## src/hdl/bwa_pkg.sv

```systemverilog
package bwa_pkg;

   // Field widths fixed by the register map and the stream words.
   localparam int SAMPLE_W     = 12;
   localparam int WINDOW_W     = 8;
   localparam int LIMIT_W      = 13;
   localparam int PERCENT_W    = 7;
   localparam int PCT_NUM_W    = 20;
   localparam int REQ_DATA_W   = 16;
   localparam int RSP_DATA_W   = 24;
   localparam int CSR_ADDR_W   = 4;
   localparam int CSR_DATA_W   = 32;

   localparam int WINDOW_MAX_DEFAULT = 128;
   localparam int QUEUE_DEPTH        = 2;

   localparam logic [PERCENT_W-1:0] PERCENT_FULL = 7'd100;

   localparam logic [WINDOW_W-1:0] WINDOW_LENGTH_RESET = 8'd128;
   localparam logic [SAMPLE_W-1:0] SAMPLE_OFFSET_RESET = 12'd0;
   localparam logic [LIMIT_W-1:0]  UPPER_LIMIT_RESET   = 13'd4200;
   localparam logic [LIMIT_W-1:0]  LOWER_LIMIT_RESET   = 13'd3000;

   typedef enum logic [1:0] {
      REG_WINDOW_LENGTH = 2'd0,
      REG_SAMPLE_OFFSET = 2'd1,
      REG_UPPER_LIMIT   = 2'd2,
      REG_LOWER_LIMIT   = 2'd3
   } reg_index_type;

   typedef struct packed {
      logic [WINDOW_W-1:0] window_length;
      logic [SAMPLE_W-1:0] sample_offset;
      logic [LIMIT_W-1:0]  upper_limit;
      logic [LIMIT_W-1:0]  lower_limit;
   } cfg_type;

   typedef enum logic [2:0] {
      ST_IDLE,
      ST_UPDATE,
      ST_AVG_WAIT,
      ST_PCT_PREP,
      ST_PCT_START,
      ST_PCT_WAIT,
      ST_EMIT
   } state_type;

endpackage

```

## src/hdl/bwa_ram.sv

```systemverilog
module bwa_ram #(
   parameter int WIDTH = 12,
   parameter int DEPTH = 128
) (
   input  logic                     clock,
   input  logic                     we,
   input  logic [$clog2(DEPTH)-1:0] waddr,
   input  logic [WIDTH-1:0]         wdata,
   input  logic [$clog2(DEPTH)-1:0] raddr,
   output logic [WIDTH-1:0]         rdata
);

   logic [WIDTH-1:0] mem [DEPTH];
   logic [WIDTH-1:0] rdata_ff;

   always_ff @(posedge clock) begin
      if (we) begin
         mem[waddr] <= wdata;
      end
      rdata_ff <= mem[raddr];
   end

   assign rdata = rdata_ff;

endmodule

```

## src/hdl/bwa_front.sv

```systemverilog
module bwa_front (
   input  logic                          clock,
   input  logic                          reset,
   input  logic                          in_valid,
   output logic                          in_ready,
   input  logic [bwa_pkg::SAMPLE_W-1:0]  in_sample,
   input  logic [bwa_pkg::SAMPLE_W-1:0]  sample_offset,
   output logic                          q_valid,
   output logic [bwa_pkg::SAMPLE_W-1:0]  q_sample,
   input  logic                          q_ready
);

   import bwa_pkg::*;

   localparam int PTR_W = $clog2(QUEUE_DEPTH);
   localparam int CNT_W = $clog2(QUEUE_DEPTH + 1);

   logic [SAMPLE_W-1:0] entry_ff [QUEUE_DEPTH];
   logic [PTR_W-1:0]    wr_ptr_ff, wr_ptr_in;
   logic [PTR_W-1:0]    rd_ptr_ff, rd_ptr_in;
   logic [CNT_W-1:0]    count_ff, count_in;
   logic [SAMPLE_W-1:0] offset_sample;
   logic                push, pop;

   // Offset removal saturates at zero.
   assign offset_sample = (in_sample > sample_offset) ? (in_sample - sample_offset) : '0;

   assign in_ready = (count_ff != CNT_W'(QUEUE_DEPTH));
   assign q_valid  = (count_ff != '0);
   assign q_sample = entry_ff[rd_ptr_ff];
   assign push     = in_valid && in_ready;
   assign pop      = q_valid && q_ready;

   always_comb begin
      wr_ptr_in = wr_ptr_ff;
      rd_ptr_in = rd_ptr_ff;
      count_in  = count_ff;
      if (push) begin
         wr_ptr_in = (wr_ptr_ff == PTR_W'(QUEUE_DEPTH - 1)) ? '0 : wr_ptr_ff + 1'b1;
      end
      if (pop) begin
         rd_ptr_in = (rd_ptr_ff == PTR_W'(QUEUE_DEPTH - 1)) ? '0 : rd_ptr_ff + 1'b1;
      end
      if (push && !pop) begin
         count_in = count_ff + 1'b1;
      end else if (pop && !push) begin
         count_in = count_ff - 1'b1;
      end
   end

   always_ff @(posedge clock) begin
      if (reset) begin
         wr_ptr_ff <= '0;
         rd_ptr_ff <= '0;
         count_ff  <= '0;
      end else begin
         wr_ptr_ff <= wr_ptr_in;
         rd_ptr_ff <= rd_ptr_in;
         count_ff  <= count_in;
      end
   end

   always_ff @(posedge clock) begin
      if (push) begin
         entry_ff[wr_ptr_ff] <= offset_sample;
      end
   end

endmodule

```

## src/hdl/bwa_div.sv

```systemverilog
module bwa_div #(
   parameter int DW = 20,
   parameter int VW = 13
) (
   input  logic          clock,
   input  logic          reset,
   input  logic          start,
   input  logic [DW-1:0] dividend,
   input  logic [VW-1:0] divisor,
   output logic          done,
   output logic [DW-1:0] quotient
);

   localparam int CNT_W = $clog2(DW + 1);

   logic [DW-1:0]    dvd_ff, dvd_in;
   logic [VW-1:0]    rem_ff, rem_in;
   logic [VW-1:0]    dsr_ff, dsr_in;
   logic [CNT_W-1:0] cnt_ff, cnt_in;
   logic             busy_ff, busy_in;
   logic             done_ff, done_in;
   logic [VW:0]      partial;
   logic [VW:0]      trial;

   // One quotient bit per cycle, restoring form.
   assign partial = {rem_ff, dvd_ff[DW-1]};
   assign trial   = partial - {1'b0, dsr_ff};

   always_comb begin
      dvd_in  = dvd_ff;
      rem_in  = rem_ff;
      dsr_in  = dsr_ff;
      cnt_in  = cnt_ff;
      busy_in = busy_ff;
      done_in = 1'b0;
      if (start) begin
         dvd_in  = dividend;
         rem_in  = '0;
         dsr_in  = divisor;
         cnt_in  = CNT_W'(DW);
         busy_in = 1'b1;
      end else if (busy_ff) begin
         if (!trial[VW]) begin
            rem_in = trial[VW-1:0];
            dvd_in = {dvd_ff[DW-2:0], 1'b1};
         end else begin
            rem_in = partial[VW-1:0];
            dvd_in = {dvd_ff[DW-2:0], 1'b0};
         end
         cnt_in = cnt_ff - 1'b1;
         if (cnt_ff == CNT_W'(1)) begin
            busy_in = 1'b0;
            done_in = 1'b1;
         end
      end
   end

   always_ff @(posedge clock) begin
      if (reset) begin
         busy_ff <= 1'b0;
         done_ff <= 1'b0;
         cnt_ff  <= '0;
      end else begin
         busy_ff <= busy_in;
         done_ff <= done_in;
         cnt_ff  <= cnt_in;
      end
   end

   always_ff @(posedge clock) begin
      dvd_ff <= dvd_in;
      rem_ff <= rem_in;
      dsr_ff <= dsr_in;
   end

   assign done     = done_ff;
   assign quotient = dvd_ff;

endmodule

```

## src/hdl/bwa_back.sv

```systemverilog
module bwa_back #(
   parameter int WINDOW_MAX = bwa_pkg::WINDOW_MAX_DEFAULT
) (
   input  logic                          clock,
   input  logic                          reset,
   input  bwa_pkg::cfg_type              cfg,
   input  logic                          restart,
   input  logic                          q_valid,
   input  logic [bwa_pkg::SAMPLE_W-1:0]  q_sample,
   output logic                          q_ready,
   output logic                          out_valid,
   input  logic                          out_ready,
   output logic [bwa_pkg::LIMIT_W-1:0]   out_battery_mv,
   output logic [bwa_pkg::PERCENT_W-1:0] out_charge_percent
);

   import bwa_pkg::*;

   localparam int IDX_W  = $clog2(WINDOW_MAX);
   localparam int CNT_W  = $clog2(WINDOW_MAX + 1);
   localparam int SUM_W  = SAMPLE_W + $clog2(WINDOW_MAX);
   localparam int DIV_DW = (SUM_W > PCT_NUM_W) ? SUM_W : PCT_NUM_W;
   localparam int DIV_VW = (CNT_W > LIMIT_W) ? CNT_W : LIMIT_W;
   localparam int WL_X   = (CNT_W > WINDOW_W) ? CNT_W : WINDOW_W;

   state_type            state_ff, state_in;
   logic [SAMPLE_W-1:0]  sample_ff, sample_in;
   logic [IDX_W-1:0]     slot_ff, slot_in;
   logic [IDX_W-1:0]     idx_ff, idx_in;
   logic                 full_ff, full_in;
   logic [SUM_W-1:0]     sum_ff, sum_in;
   logic [LIMIT_W-1:0]   mv_ff, mv_in;
   logic [PCT_NUM_W-1:0] num_ff, num_in;
   logic [LIMIT_W-1:0]   den_ff, den_in;
   logic [PERCENT_W-1:0] pct_ff, pct_in;
   logic                 rsp_valid_ff, rsp_valid_in;
   logic [LIMIT_W-1:0]   rsp_mv_ff, rsp_mv_in;
   logic [PERCENT_W-1:0] rsp_pct_ff, rsp_pct_in;

   logic [WL_X-1:0]      wl_x;
   logic [CNT_W-1:0]     window_n;
   logic [CNT_W-1:0]     next_cnt;
   logic                 wrap;
   logic                 ram_we;
   logic [SAMPLE_W-1:0]  ram_rdata;
   logic                 div_start;
   logic [DIV_DW-1:0]    div_dividend;
   logic [DIV_VW-1:0]    div_divisor;
   logic                 div_done;
   logic [DIV_DW-1:0]    div_quotient;

   // A window of zero counts as one; one above the ring depth is clamped.
   assign wl_x = WL_X'(cfg.window_length);
   always_comb begin
      if (wl_x == '0) begin
         window_n = CNT_W'(1);
      end else if (wl_x > WL_X'(WINDOW_MAX)) begin
         window_n = CNT_W'(WINDOW_MAX);
      end else begin
         window_n = CNT_W'(wl_x);
      end
   end

   assign next_cnt = CNT_W'(slot_ff) + 1'b1;
   assign wrap     = (next_cnt >= window_n);

   bwa_ram #(
      .WIDTH(SAMPLE_W),
      .DEPTH(WINDOW_MAX)
   ) u_ring (
      .clock(clock),
      .we   (ram_we),
      .waddr(slot_ff),
      .wdata(sample_ff),
      .raddr(slot_in),
      .rdata(ram_rdata)
   );

   bwa_div #(
      .DW(DIV_DW),
      .VW(DIV_VW)
   ) u_div (
      .clock   (clock),
      .reset   (reset),
      .start   (div_start),
      .dividend(div_dividend),
      .divisor (div_divisor),
      .done    (div_done),
      .quotient(div_quotient)
   );

   always_comb begin
      state_in     = state_ff;
      sample_in    = sample_ff;
      slot_in      = slot_ff;
      idx_in       = idx_ff;
      full_in      = full_ff;
      sum_in       = sum_ff;
      mv_in        = mv_ff;
      num_in       = num_ff;
      den_in       = den_ff;
      pct_in       = pct_ff;
      rsp_valid_in = rsp_valid_ff && !out_ready;
      rsp_mv_in    = rsp_mv_ff;
      rsp_pct_in   = rsp_pct_ff;
      q_ready      = 1'b0;
      ram_we       = 1'b0;
      div_start    = 1'b0;
      div_dividend = DIV_DW'(sum_in);
      div_divisor  = DIV_VW'(window_n);

      case (state_ff)
         ST_IDLE: begin
            q_ready = 1'b1;
            if (q_valid) begin
               sample_in = q_sample;
               slot_in   = (CNT_W'(idx_ff) >= window_n) ? '0 : idx_ff;
               state_in  = ST_UPDATE;
            end
         end
         ST_UPDATE: begin
            // The slot's old sample leaves the sum only once the ring is full.
            ram_we    = 1'b1;
            div_start = 1'b1;
            if (!full_ff) begin
               sum_in      = sum_ff + SUM_W'(sample_ff);
               div_divisor = DIV_VW'(next_cnt);
            end else begin
               sum_in      = sum_ff - SUM_W'(ram_rdata) + SUM_W'(sample_ff);
               div_divisor = DIV_VW'(window_n);
            end
            div_dividend = DIV_DW'(sum_in);
            idx_in       = wrap ? '0 : next_cnt[IDX_W-1:0];
            full_in      = full_ff || wrap;
            state_in     = ST_AVG_WAIT;
         end
         ST_AVG_WAIT: begin
            if (div_done) begin
               mv_in    = {div_quotient[SAMPLE_W-1:0], 1'b0};
               state_in = ST_PCT_PREP;
            end
         end
         ST_PCT_PREP: begin
            if (mv_ff <= cfg.lower_limit) begin
               pct_in   = '0;
               state_in = ST_EMIT;
            end else if (cfg.upper_limit <= cfg.lower_limit) begin
               pct_in   = PERCENT_FULL;
               state_in = ST_EMIT;
            end else begin
               num_in   = PCT_NUM_W'(mv_ff - cfg.lower_limit) * PCT_NUM_W'(PERCENT_FULL);
               den_in   = cfg.upper_limit - cfg.lower_limit;
               state_in = ST_PCT_START;
            end
         end
         ST_PCT_START: begin
            div_start    = 1'b1;
            div_dividend = DIV_DW'(num_ff);
            div_divisor  = DIV_VW'(den_ff);
            state_in     = ST_PCT_WAIT;
         end
         ST_PCT_WAIT: begin
            if (div_done) begin
               pct_in   = (div_quotient > DIV_DW'(PERCENT_FULL)) ?
                          PERCENT_FULL : div_quotient[PERCENT_W-1:0];
               state_in = ST_EMIT;
            end
         end
         ST_EMIT: begin
            if (!rsp_valid_ff || out_ready) begin
               rsp_valid_in = 1'b1;
               rsp_mv_in    = mv_ff;
               rsp_pct_in   = pct_ff;
               state_in     = ST_IDLE;
            end
         end
         default: begin
            state_in = ST_IDLE;
         end
      endcase

      if (restart) begin
         sum_in  = '0;
         idx_in  = '0;
         full_in = 1'b0;
      end
   end

   always_ff @(posedge clock) begin
      if (reset) begin
         state_ff     <= ST_IDLE;
         idx_ff       <= '0;
         full_ff      <= 1'b0;
         sum_ff       <= '0;
         rsp_valid_ff <= 1'b0;
      end else begin
         state_ff     <= state_in;
         idx_ff       <= idx_in;
         full_ff      <= full_in;
         sum_ff       <= sum_in;
         rsp_valid_ff <= rsp_valid_in;
      end
   end

   always_ff @(posedge clock) begin
      sample_ff  <= sample_in;
      slot_ff    <= slot_in;
      mv_ff      <= mv_in;
      num_ff     <= num_in;
      den_ff     <= den_in;
      pct_ff     <= pct_in;
      rsp_mv_ff  <= rsp_mv_in;
      rsp_pct_ff <= rsp_pct_in;
   end

   assign out_valid          = rsp_valid_ff;
   assign out_battery_mv     = rsp_mv_ff;
   assign out_charge_percent = rsp_pct_ff;

endmodule

```

## src/hdl/battery_window_average_percent_unit.sv

```systemverilog
// Battery monitor: moving average of converter samples and a charge estimate.
// Words of calibrated converter millivolts arrive on the req_ stream. Each has
// the configured offset removed (saturating at zero) and is placed in a short
// two-word queue; a sequencer behind it updates the sample ring and running sum,
// divides by the fill count or the window length, doubles the result into
// battery millivolts and divides again for the percentage between the limits.
// Both divisions share one restoring divider that produces one quotient bit a
// cycle, and the sequencer takes a new word only once the last one's result is
// stored in the output register. When the voltage is at or below the lower
// limit, or the upper limit is not above the lower one, the second division is
// skipped. One word is processed at a time; the queue keeps accepting while the
// sequencer works.
// Each result word is held in an output register on the rsp_ stream until it
// is taken; a stalled receiver holds the sequencer in its last step and, once
// the queue is full, backs up req_tready. The user must write registers on the
// csr_ port only while the block is idle; the block itself does not enforce it.
// A write to window_length restarts the average. Reset loads the register
// defaults and empties the queue and ring.
module battery_window_average_percent_unit #(
   parameter int WINDOW_MAX = bwa_pkg::WINDOW_MAX_DEFAULT
) (
   input  logic                            clock,
   input  logic                            reset,
   input  logic                            req_tvalid,
   output logic                            req_tready,
   // req_tdata: [11:0] sample_mv, [15:12] zero
   input  logic [bwa_pkg::REQ_DATA_W-1:0]  req_tdata,
   output logic                            rsp_tvalid,
   input  logic                            rsp_tready,
   // rsp_tdata: [12:0] battery_mv, [19:13] charge_percent, [23:20] zero
   output logic [bwa_pkg::RSP_DATA_W-1:0]  rsp_tdata,
   input  logic                            csr_psel,
   input  logic                            csr_penable,
   input  logic                            csr_pwrite,
   input  logic [bwa_pkg::CSR_ADDR_W-1:0]  csr_paddr,
   input  logic [bwa_pkg::CSR_DATA_W-1:0]  csr_pwdata,
   output logic [bwa_pkg::CSR_DATA_W-1:0]  csr_prdata,
   output logic                            csr_pready
);

   import bwa_pkg::*;

   cfg_type               cfg_ff, cfg_in;
   logic                  csr_write;
   logic                  restart;
   reg_index_type         reg_index;
   logic                  q_valid;
   logic                  q_ready;
   logic [SAMPLE_W-1:0]   q_sample;
   logic [LIMIT_W-1:0]    out_mv;
   logic [PERCENT_W-1:0]  out_pct;

   // Register i lives at byte address 4*i; the low address bits are ignored.
   assign reg_index  = reg_index_type'(csr_paddr[3:2]);
   assign csr_pready = 1'b1;
   assign csr_write  = csr_psel && csr_penable && csr_pwrite && csr_pready;

   always_comb begin
      cfg_in  = cfg_ff;
      restart = 1'b0;
      if (csr_write) begin
         case (reg_index)
            REG_WINDOW_LENGTH: begin
               cfg_in.window_length = csr_pwdata[WINDOW_W-1:0];
               restart              = 1'b1;
            end
            REG_SAMPLE_OFFSET: cfg_in.sample_offset = csr_pwdata[SAMPLE_W-1:0];
            REG_UPPER_LIMIT:   cfg_in.upper_limit   = csr_pwdata[LIMIT_W-1:0];
            REG_LOWER_LIMIT:   cfg_in.lower_limit   = csr_pwdata[LIMIT_W-1:0];
            default: begin
               cfg_in = cfg_ff;
            end
         endcase
      end
   end

   always_comb begin
      case (reg_index)
         REG_WINDOW_LENGTH: csr_prdata = CSR_DATA_W'(cfg_ff.window_length);
         REG_SAMPLE_OFFSET: csr_prdata = CSR_DATA_W'(cfg_ff.sample_offset);
         REG_UPPER_LIMIT:   csr_prdata = CSR_DATA_W'(cfg_ff.upper_limit);
         REG_LOWER_LIMIT:   csr_prdata = CSR_DATA_W'(cfg_ff.lower_limit);
         default:           csr_prdata = '0;
      endcase
   end

   always_ff @(posedge clock) begin
      if (reset) begin
         cfg_ff.window_length <= WINDOW_LENGTH_RESET;
         cfg_ff.sample_offset <= SAMPLE_OFFSET_RESET;
         cfg_ff.upper_limit   <= UPPER_LIMIT_RESET;
         cfg_ff.lower_limit   <= LOWER_LIMIT_RESET;
      end else begin
         cfg_ff <= cfg_in;
      end
   end

   // The front end strips the offset and queues the word.
   bwa_front u_front (
      .clock        (clock),
      .reset        (reset),
      .in_valid     (req_tvalid),
      .in_ready     (req_tready),
      .in_sample    (req_tdata[SAMPLE_W-1:0]),
      .sample_offset(cfg_ff.sample_offset),
      .q_valid      (q_valid),
      .q_sample     (q_sample),
      .q_ready      (q_ready)
   );

   // The back end owns the ring, the running sum and the shared divider.
   bwa_back #(
      .WINDOW_MAX(WINDOW_MAX)
   ) u_back (
      .clock             (clock),
      .reset             (reset),
      .cfg               (cfg_ff),
      .restart           (restart),
      .q_valid           (q_valid),
      .q_sample          (q_sample),
      .q_ready           (q_ready),
      .out_valid         (rsp_tvalid),
      .out_ready         (rsp_tready),
      .out_battery_mv    (out_mv),
      .out_charge_percent(out_pct)
   );

   assign rsp_tdata = RSP_DATA_W'({out_pct, out_mv});

endmodule

```

## config.mk

```make
export PLATFORM = sky130hd
export DESIGN_NAME = battery_window_average_percent_unit
export DESIGN_NICKNAME = d
export VERILOG_FILES = /design/src/hdl/bwa_pkg.sv /design/src/hdl/bwa_ram.sv /design/src/hdl/bwa_front.sv /design/src/hdl/bwa_div.sv /design/src/hdl/bwa_back.sv /design/src/hdl/battery_window_average_percent_unit.sv
export SDC_FILE = /design/constraint.sdc
export NUM_CORES = 2
export LEC_CHECK = 0
export ABC_CLOCK_PERIOD_IN_PS = 7100
export BUFFER_PORTS_ARGS = -buffer_cell sky130_fd_sc_hd__clkbuf_2
export CAP_MARGIN = 30
export CORE_MARGIN = 2
export CORE_UTILIZATION = 55
export CTS_BUF_LIST = sky130_fd_sc_hd__clkbuf_8 sky130_fd_sc_hd__clkbuf_16
export DETAILED_ROUTE_END_ITERATION = 10
export PLACE_DENSITY = 0.77
export SYNTH_ARGS = -nofsm -noshare
export SYNTH_HDL_FRONTEND = slang
export SYNTH_HIERARCHICAL = 1
export SYNTH_SLANG_ARGS = --single-unit
```

## constraint.sdc

```tcl
create_clock -name clock -period 7.1 [get_ports clock]
set_clock_uncertainty 0.2 [all_clocks]
set_input_delay 1.065 -clock clock [delete_from_list [all_inputs] [get_ports clock]]
set_output_delay 1.065 -clock clock [all_outputs]
set_load 0.01 [all_outputs]
```

# --- Yosys cells after proc, flatten, opt, wreduce, memory -nomap -nowiden ---
# Memories as Yosys holds them, arrays and structs flattened. A register that Yosys moved wholly into a read port is not among the register bits.
# Index checks and enable logic that the tools add are counted.
# Widths: inputs -> output; s select.
word_totals:
  reg_bits: 210
  mem_bits_rw: 1560
  in_bits: 59
  out_inout_bits: 59
  word_cells: 151
  mem_count: 2
op_classes:
  add_sub_neg: 13
  n_mul: 1
  order_cmp: 7
  n_eq_ne: 16
  mux: 49
  bitwise: 3
  n_reduce_logical: 34
mem_list:
  columns: ["name", "words", "word_bits", "read_ports", "rd_ports_with_merged_regs", "wr", "line_no", "rtl"]
  rows:
  - ["u_back.u_ring.mem", 128, 12, 1, 1, 1, "bwa_ram.sv:13", "logic [WIDTH-1:0] mem [DEPTH];"]
  - ["u_front.entry_ff", 2, 12, 1, 1, 1, "bwa_front.sv:18", "logic [SAMPLE_W-1:0] entry_ff [QUEUE_DEPTH];"]
ops:
  columns: ["cell", "count"]
  rows:
  - ["$pmux 32 s4", 1]
  - ["$mux 7", 8]
  - ["$mux 20", 2]
  - ["$pmux 20 s2", 1]
  - ["$add 19x12->19", 2]
  - ["$le 13x13->1", 2]
  - ["$pmux 13 s2", 1]
  - ["$mux 8", 3]
  - ["$pmux 3 s7", 1]
  - ["$gt 20x7->1 const B", 1]
  - ["$mul 20x5->18 const B", 1]
  - ["$mux 19", 1]
  - ["$sub 19x12->19", 1]
  - ["$mux 1", 18]
  - ["$mux 3", 5]
  - ["$pmux 7 s2", 1]
  - ["$reduce_and 2->1", 7]
  - ["$sub 13x13->14", 1]
  - ["$sub 14x13->14", 1]
  - ["$mux 13", 1]
  - ["$sub 13x13->13", 1]
  - ["$gt 12x12->1", 1]
  - ["$mux 12", 1]
  - ["$sub 12x12->12", 1]
  - ["31 further kinds", 60]

# --- Logic depth before layout (Yosys ltp) ---
logic_depth:
  ltp_word: 7
  mapped_depth: 22

# --- Hierarchy ---
# Netlist, hierarchy kept.
by_module_without_submodules:
  columns: ["mod", "instances", "cells_each", "area_per_inst_um2", "seq_area_each_um2"]
  rows:
  - ["bwa_ram", 1, 2362, 59128.0, 46364.5]
  - ["bwa_back", 1, 1027, 9631.7, 3193.1]
  - ["bwa_div", 1, 242, 2801.4, 1391.3]
  - ["battery_window_average_percent_unit", 1, 231, 2408.6, 920.9]
  - ["bwa_front", 1, 168, 1826.8, 820.8]

# --- Worst setup path before layout ---
# OpenSTA, ideal clock, no wires.
synth_timing:
  path_type: "flip-flop to flip-flop"
  from: "register u_back.sample_ff[4] (read register of u_front.entry_ff)"
  to: "register u_back.u_div.dvd_ff[17], in the netlist u_back/u_div/quotient[17] (data pin)"
  t_arrival_ps: 4784
  required_ps: 6640
  slack_ps: 1856
  stages_incl_launch_ff: 14
  path_buffers: 0
  period_less_slack_ps: 5244
  path_cell_list: "edfxtp_1 inv_1 fa_1 inv_1 ha_1 a2111oi_4 o21ai_2 a41oi_2 o31ai_2 a31o_4 a31oi_4 xor2_1 o21ai_1 mux2_2"
synth_via:
  elab_chain_len: 4
  elab_cells_between_ends: 5
  cone_classes: "add/sub: 2; mux: 3"
synth_rtl:
  columns: ["element", "line_no", "rtl"]
  rows:
  - ["start, declared", "bwa_back.sv:27", "logic [SAMPLE_W-1:0] sample_ff, sample_in;"]
  - ["$add 19x12->19, on equally long branches", "bwa_back.sv:126, bwa_back.sv:129", null]
  - ["$mux 19 *", "bwa_back.sv:125", "if (!full_ff) begin"]
  - ["$pmux 20 s2 *", "bwa_back.sv:112", "case (state_ff)"]
  - ["net u_back.div_dividend[17]", "bwa_back.sv:47", "logic [DIV_DW-1:0] div_dividend;"]
  - ["$mux 20 *", "bwa_div.sv:36", "if (start) begin"]
  - ["net u_back.u_div.dvd_in[17]", "bwa_div.sv:16", "logic [DW-1:0] dvd_ff, dvd_in;"]
  - ["end signal, assigned", "bwa_div.sv:71", "dvd_ff <= dvd_in;"]
  - ["end, declared", "bwa_div.sv:16", null]
# Mark *: on every way through the listed nets, which the timed path passes. The rest lies on a longest branch.
# A chain may end at the register's enable or synchronous reset.

# --- Worst setup path in the final report ---
layout_timing:
  from: "register cfg_ff[43] (netlist bit)"
  to: "register u_back.u_ring.rdata_ff[5], in the netlist u_back/u_ring/rdata[5] (read register of u_back.u_ring.mem)"
layout_via:
  elab_chain_len: 7
  elab_cells_between_ends: 8
  cone_classes: "order compare: 2; mux: 5; reduce/logical: 1"
layout_rtl:
  columns: ["element", "line_no", "rtl"]
  rows:
  - ["start, declared", "battery_window_average_percent_unit.sv:43", "cfg_type cfg_ff, cfg_in;"]
  - ["start signal, assigned", "battery_window_average_percent_unit.sv:94", "cfg_ff <= cfg_in;"]
  - ["$gt 8x8->1", "bwa_back.sv:57", "end else if (wl_x > WL_X'(WINDOW_MAX)) begin"]
  - ["$mux 8", "bwa_back.sv:57", null]
  - ["$mux 8 *", "bwa_back.sv:55", "if (wl_x == '0) begin"]
  - ["$ge 7x8->1 *", "bwa_back.sv:117", "slot_in = (CNT_W'(idx_ff) >= window_n) ? '0 : idx_ff;"]
  - ["$mux 7 *", "bwa_back.sv:117", null]
  - ["$mux 7 *", "bwa_back.sv:115", "if (q_valid) begin"]
  - ["$mux 7 *", "bwa_back.sv:112", null]
  - ["net u_back.slot_in[0]", "bwa_back.sv:28", "logic [IDX_W-1:0] slot_ff, slot_in;"]
  - ["end, declared", "bwa_ram.sv:14", "logic [WIDTH-1:0] rdata_ff;"]
# Marks and branches as above.

==> reports/qor.yml <==
sta:
  max_slew_margin_pct: 27.55
  period_needed_ps: 6400
  min_period_over_period_pct: 90.13
  finalMaxSlewViolations: 0
  setup_viol: 0
  tns_ps: 0
  timing.fmax_ghz: 0.1563
  final.setup.worst_slack_ps: 700.5
  rsz0062_at_grt: "no"
  finalHoldViolCount: 0
  worst_pin_slew_ps: 1077
die:
  rows: 136
  die-area_um2: 140800
  floorplan.core_area_um2: 137200
  ios: 118
  start_util_pct: 55.26
  die_w_um: 375.2
  die_height_um: 375.2
status:
  status: "complete, no violations"
clock_network:
  cts_root_buffer: "clkbuf_16"
  post_cts_resized: 0
  cts_tree: "built"
  cts_setup_buffers: 0
  cts.clk_slew.worst_paths_ps: 60
  holdBufCountCts: 0
  insertion_delay_ps: 810
  htree_num_levels: 4
  cts_made_buffers: 175
  clockBufferDepth: 3
  cts_sinks: 1795
setup_path:
  cp-start-kind: "register"
  startpoint: "cfg_ff[43]"
  r2r_setup_slack_ps: 700
  reg2reg_to: "u_back/u_ring/rdata[5]"
  endpoint_kind: "register"
  cp_data_required_time_ps: 7580
  regToRegStartpoint: "cfg_ff[43]"
  crit_arrival_ps: 6880
  rr_worst_depth: 19
  crit_type: "reg -> reg"
  crit_end: "u_back/u_ring/rdata[5]"
  crit_fanout: 40
min_path:
  hold_class: "reg -> reg"
logic_synthesis:
  ys_seq_area_share_pct: 69.52
  synth_edf_count: 1674
  synth.distinct_cells: 95
  synthCells: 4030
  synth_area_um2: 75800
  ys_warn_count: 6
  ys_ff_latch: 1795
  synthesis.area_per_instance_um2: 18.81
  synthFlopType: "edfxtp_1"
  async_flop_share_pct: 0
final_layout:
  fillers: 9174
  multi_input_comb_area_um2: 21620
  layout_commonest_cell: "edfxtp_1"
  areaGrowthSynthToFinish_pct: 12.07
  fin_nets: 4527
  finalNonFillerCells: 6228
  seq_area_um2: 52690
  diodes: 0
  layout-drive-gt1-share_pct: 25.67
  layout_common_cells: "edfxtp_1, mux4_2, nor2_1"
drt:
  vias: 39635
  route.antenna.remaining_nets: 0
  wl_per_cell_um: 28.83
  dr.pass1.iters: 8
  drc: 0
  drt_iter0_drc: 4930
  via_per_inst: 6.364
  drt_wl_total_um: 179600
power_and_ir_drop:
  switchingPower_mw: 10.68
  clockPowerShare_pct: 26.6
  vdd_drop_max_mv: 0.3888
  p_sw_share_pct: 32.26
  p_per_area_nw_per_um2: 389.8
  internal_power_mw: 22.43
  p_seq_share_pct: 41.4
  combPwrFrac_pct: 31.9
  power_leakage_nw: 27.94
place:
  pre_cts_slack_ps: 799.3
  post-dp-hpwl_um: 105200
  post-place-cells: 5899
  gp_congestion: 0.8391
  io_buffers: 67
run:
  maxCapViolations: 0
global_route:
  grt_max_degree: 99
  grt_use_total_pct: 25.70
  grt_overflow: 0
  grt_pass1_vias: 39834
  antenna_found_initial: 5
  grt_pass1_wl_um: 264300
## cells in the mapped netlist (all sizes together) (5+ instances only)
cell / number / area share, %
buf: 110 / 0.87
and2: 14 / 0.12
mux2: 48 / 0.71
nand3: 35 / 0.24
nand2: 97 / 0.48
o21bai: 12 / 0.12
and3: 15 / 0.12
nand2b: 60 / 0.50
mux2i: 69 / 0.91
fa: 30 / 0.79
a21o: 36 / 0.36
o31ai: 5 / 0.074
o21a: 13 / 0.13
nor2b: 30 / 0.27
a22o: 6 / 0.069
o21ai: 55 / 0.40
nor3: 58 / 0.40
nor4: 6 / 0.050
nor2: 246 / 1.2
clkbuf: 97 / 0.48
a21boi: 6 / 0.059
inv: 181 / 0.90
ha: 145 / 2.4
nand4: 18 / 0.15
xor2: 37 / 0.43
a221o: 5 / 0.066
o211ai: 14 / 0.16
edfxtp: 1674 / 66
a21oi: 85 / 0.57
or2: 7 / 0.058
a211oi: 25 / 0.25
mux4: 512 / 15
dfxtp: 121 / 3.2
a31oi: 17 / 0.21
xnor2: 58 / 0.69
a22oi: 7 / 0.069
a211o: 7 / 0.081
## layout make-up
cell class	instances	area share [%]
Sequential cell	1795	62.03
Multi-Input combinational cell	1867	25.45
Clock buffer	179	5.233
Timing Repair Buffer	271	2.654
Tap cell	1794	2.642
Clock inverter	139	1.180
Inverter	183	0.8086
## registers in the layout, summed over array words and instances (netlist names), 13 cells and up, named ones only
name and count:
u_front/entry_ff 24, u_back/num_ff 18, u_back/u_div/quotient 20, u_back/den_ff 13
u_back/u_ring/mem 1536, u_back/u_div/rem_ff 13, cfg_ff 46, u_back/sum_ff 19
u_back/u_div/dsr_ff 13
## routing by layer
layer  vias up  GRT usage (%)  share of wire (%)
met5         -              0              0.031
met4         8          9.646                4.0
met3       411          5.023                 10
met2      2314          41.47                 49
met1     20261          35.14                 37
li1      16641              -                  -
## logic make-up after synthesis
group	synth area share, %
AO/OA/AOI/OAI	3.231
XOR/XNOR	1.123
adder cells (fa/ha/maj)	3.186
buffers and inverters	2.258
flip-flops	69.52
multiplexers	16.86
other	0.01486
AND/OR/NAND/NOR	3.810
## worst max-delay path, cell delays in order, from the launching register on
cell	delay (ps)
dfxtp_1	290
buf_4	160
nor4_1	360
nand2_1	100
a21oi_1	390
ha_1	310
nand2b_1	140
a21o_1	170
a21o_1	180
a21o_1	170
a21o_1	180
a21oi_1	160
nor2_1	190
nor3_2	290
buf_4	230
buf_4	660
mux4_2	630
mux4_2	560
mux4_2	540
mux2_2	310
## metrics by stage
stage               hold WS (ps)  util [%]  instance area (um^2)  power (mW)
finish                     218.5     61.94                 84950       33.11
global route               234.7     61.94                 84950       34.32
CTS                        220.0     61.76                 84710       33.07
detailed placement         205.4     57.79                 79260       24.19
global placement           205.2     57.53                 78910       23.88
floorplan                  200.3         -                 75880       20.96
## power groups by stage
stage | clock network (mW) | registers (mW) | logic, mW
after global placement | 0 | 13.9 | 9.95
after detailed placement | 0 | 13.9 | 10.2
after CTS | 8.94 | 13.7 | 10.4
after global routing | 9.33 | 13.8 | 11.2
final | 8.82 | 13.7 | 10.6
after floorplan | 0 | 14.6 | 6.40
## worst min-delay path by stage
stage,slack [ps],start,to,depth (start not counted)
final,220,u_back/pct_ff[1],u_back/out_charge_percent[1],0
after global routing,230,u_back/pct_ff[5],u_back/out_charge_percent[5],0
after CTS,220,u_back/pct_ff[1],u_back/out_charge_percent[1],0
after detailed placement,210,u_back/pct_ff[1],u_back/out_charge_percent[1],0
after global placement,210,u_back/pct_ff[0],u_back/out_charge_percent[0],0
after floorplan,200,u_back/pct_ff[0],u_back/out_charge_percent[0],0
No activity file was read; power rests on OpenSTA's default activity.
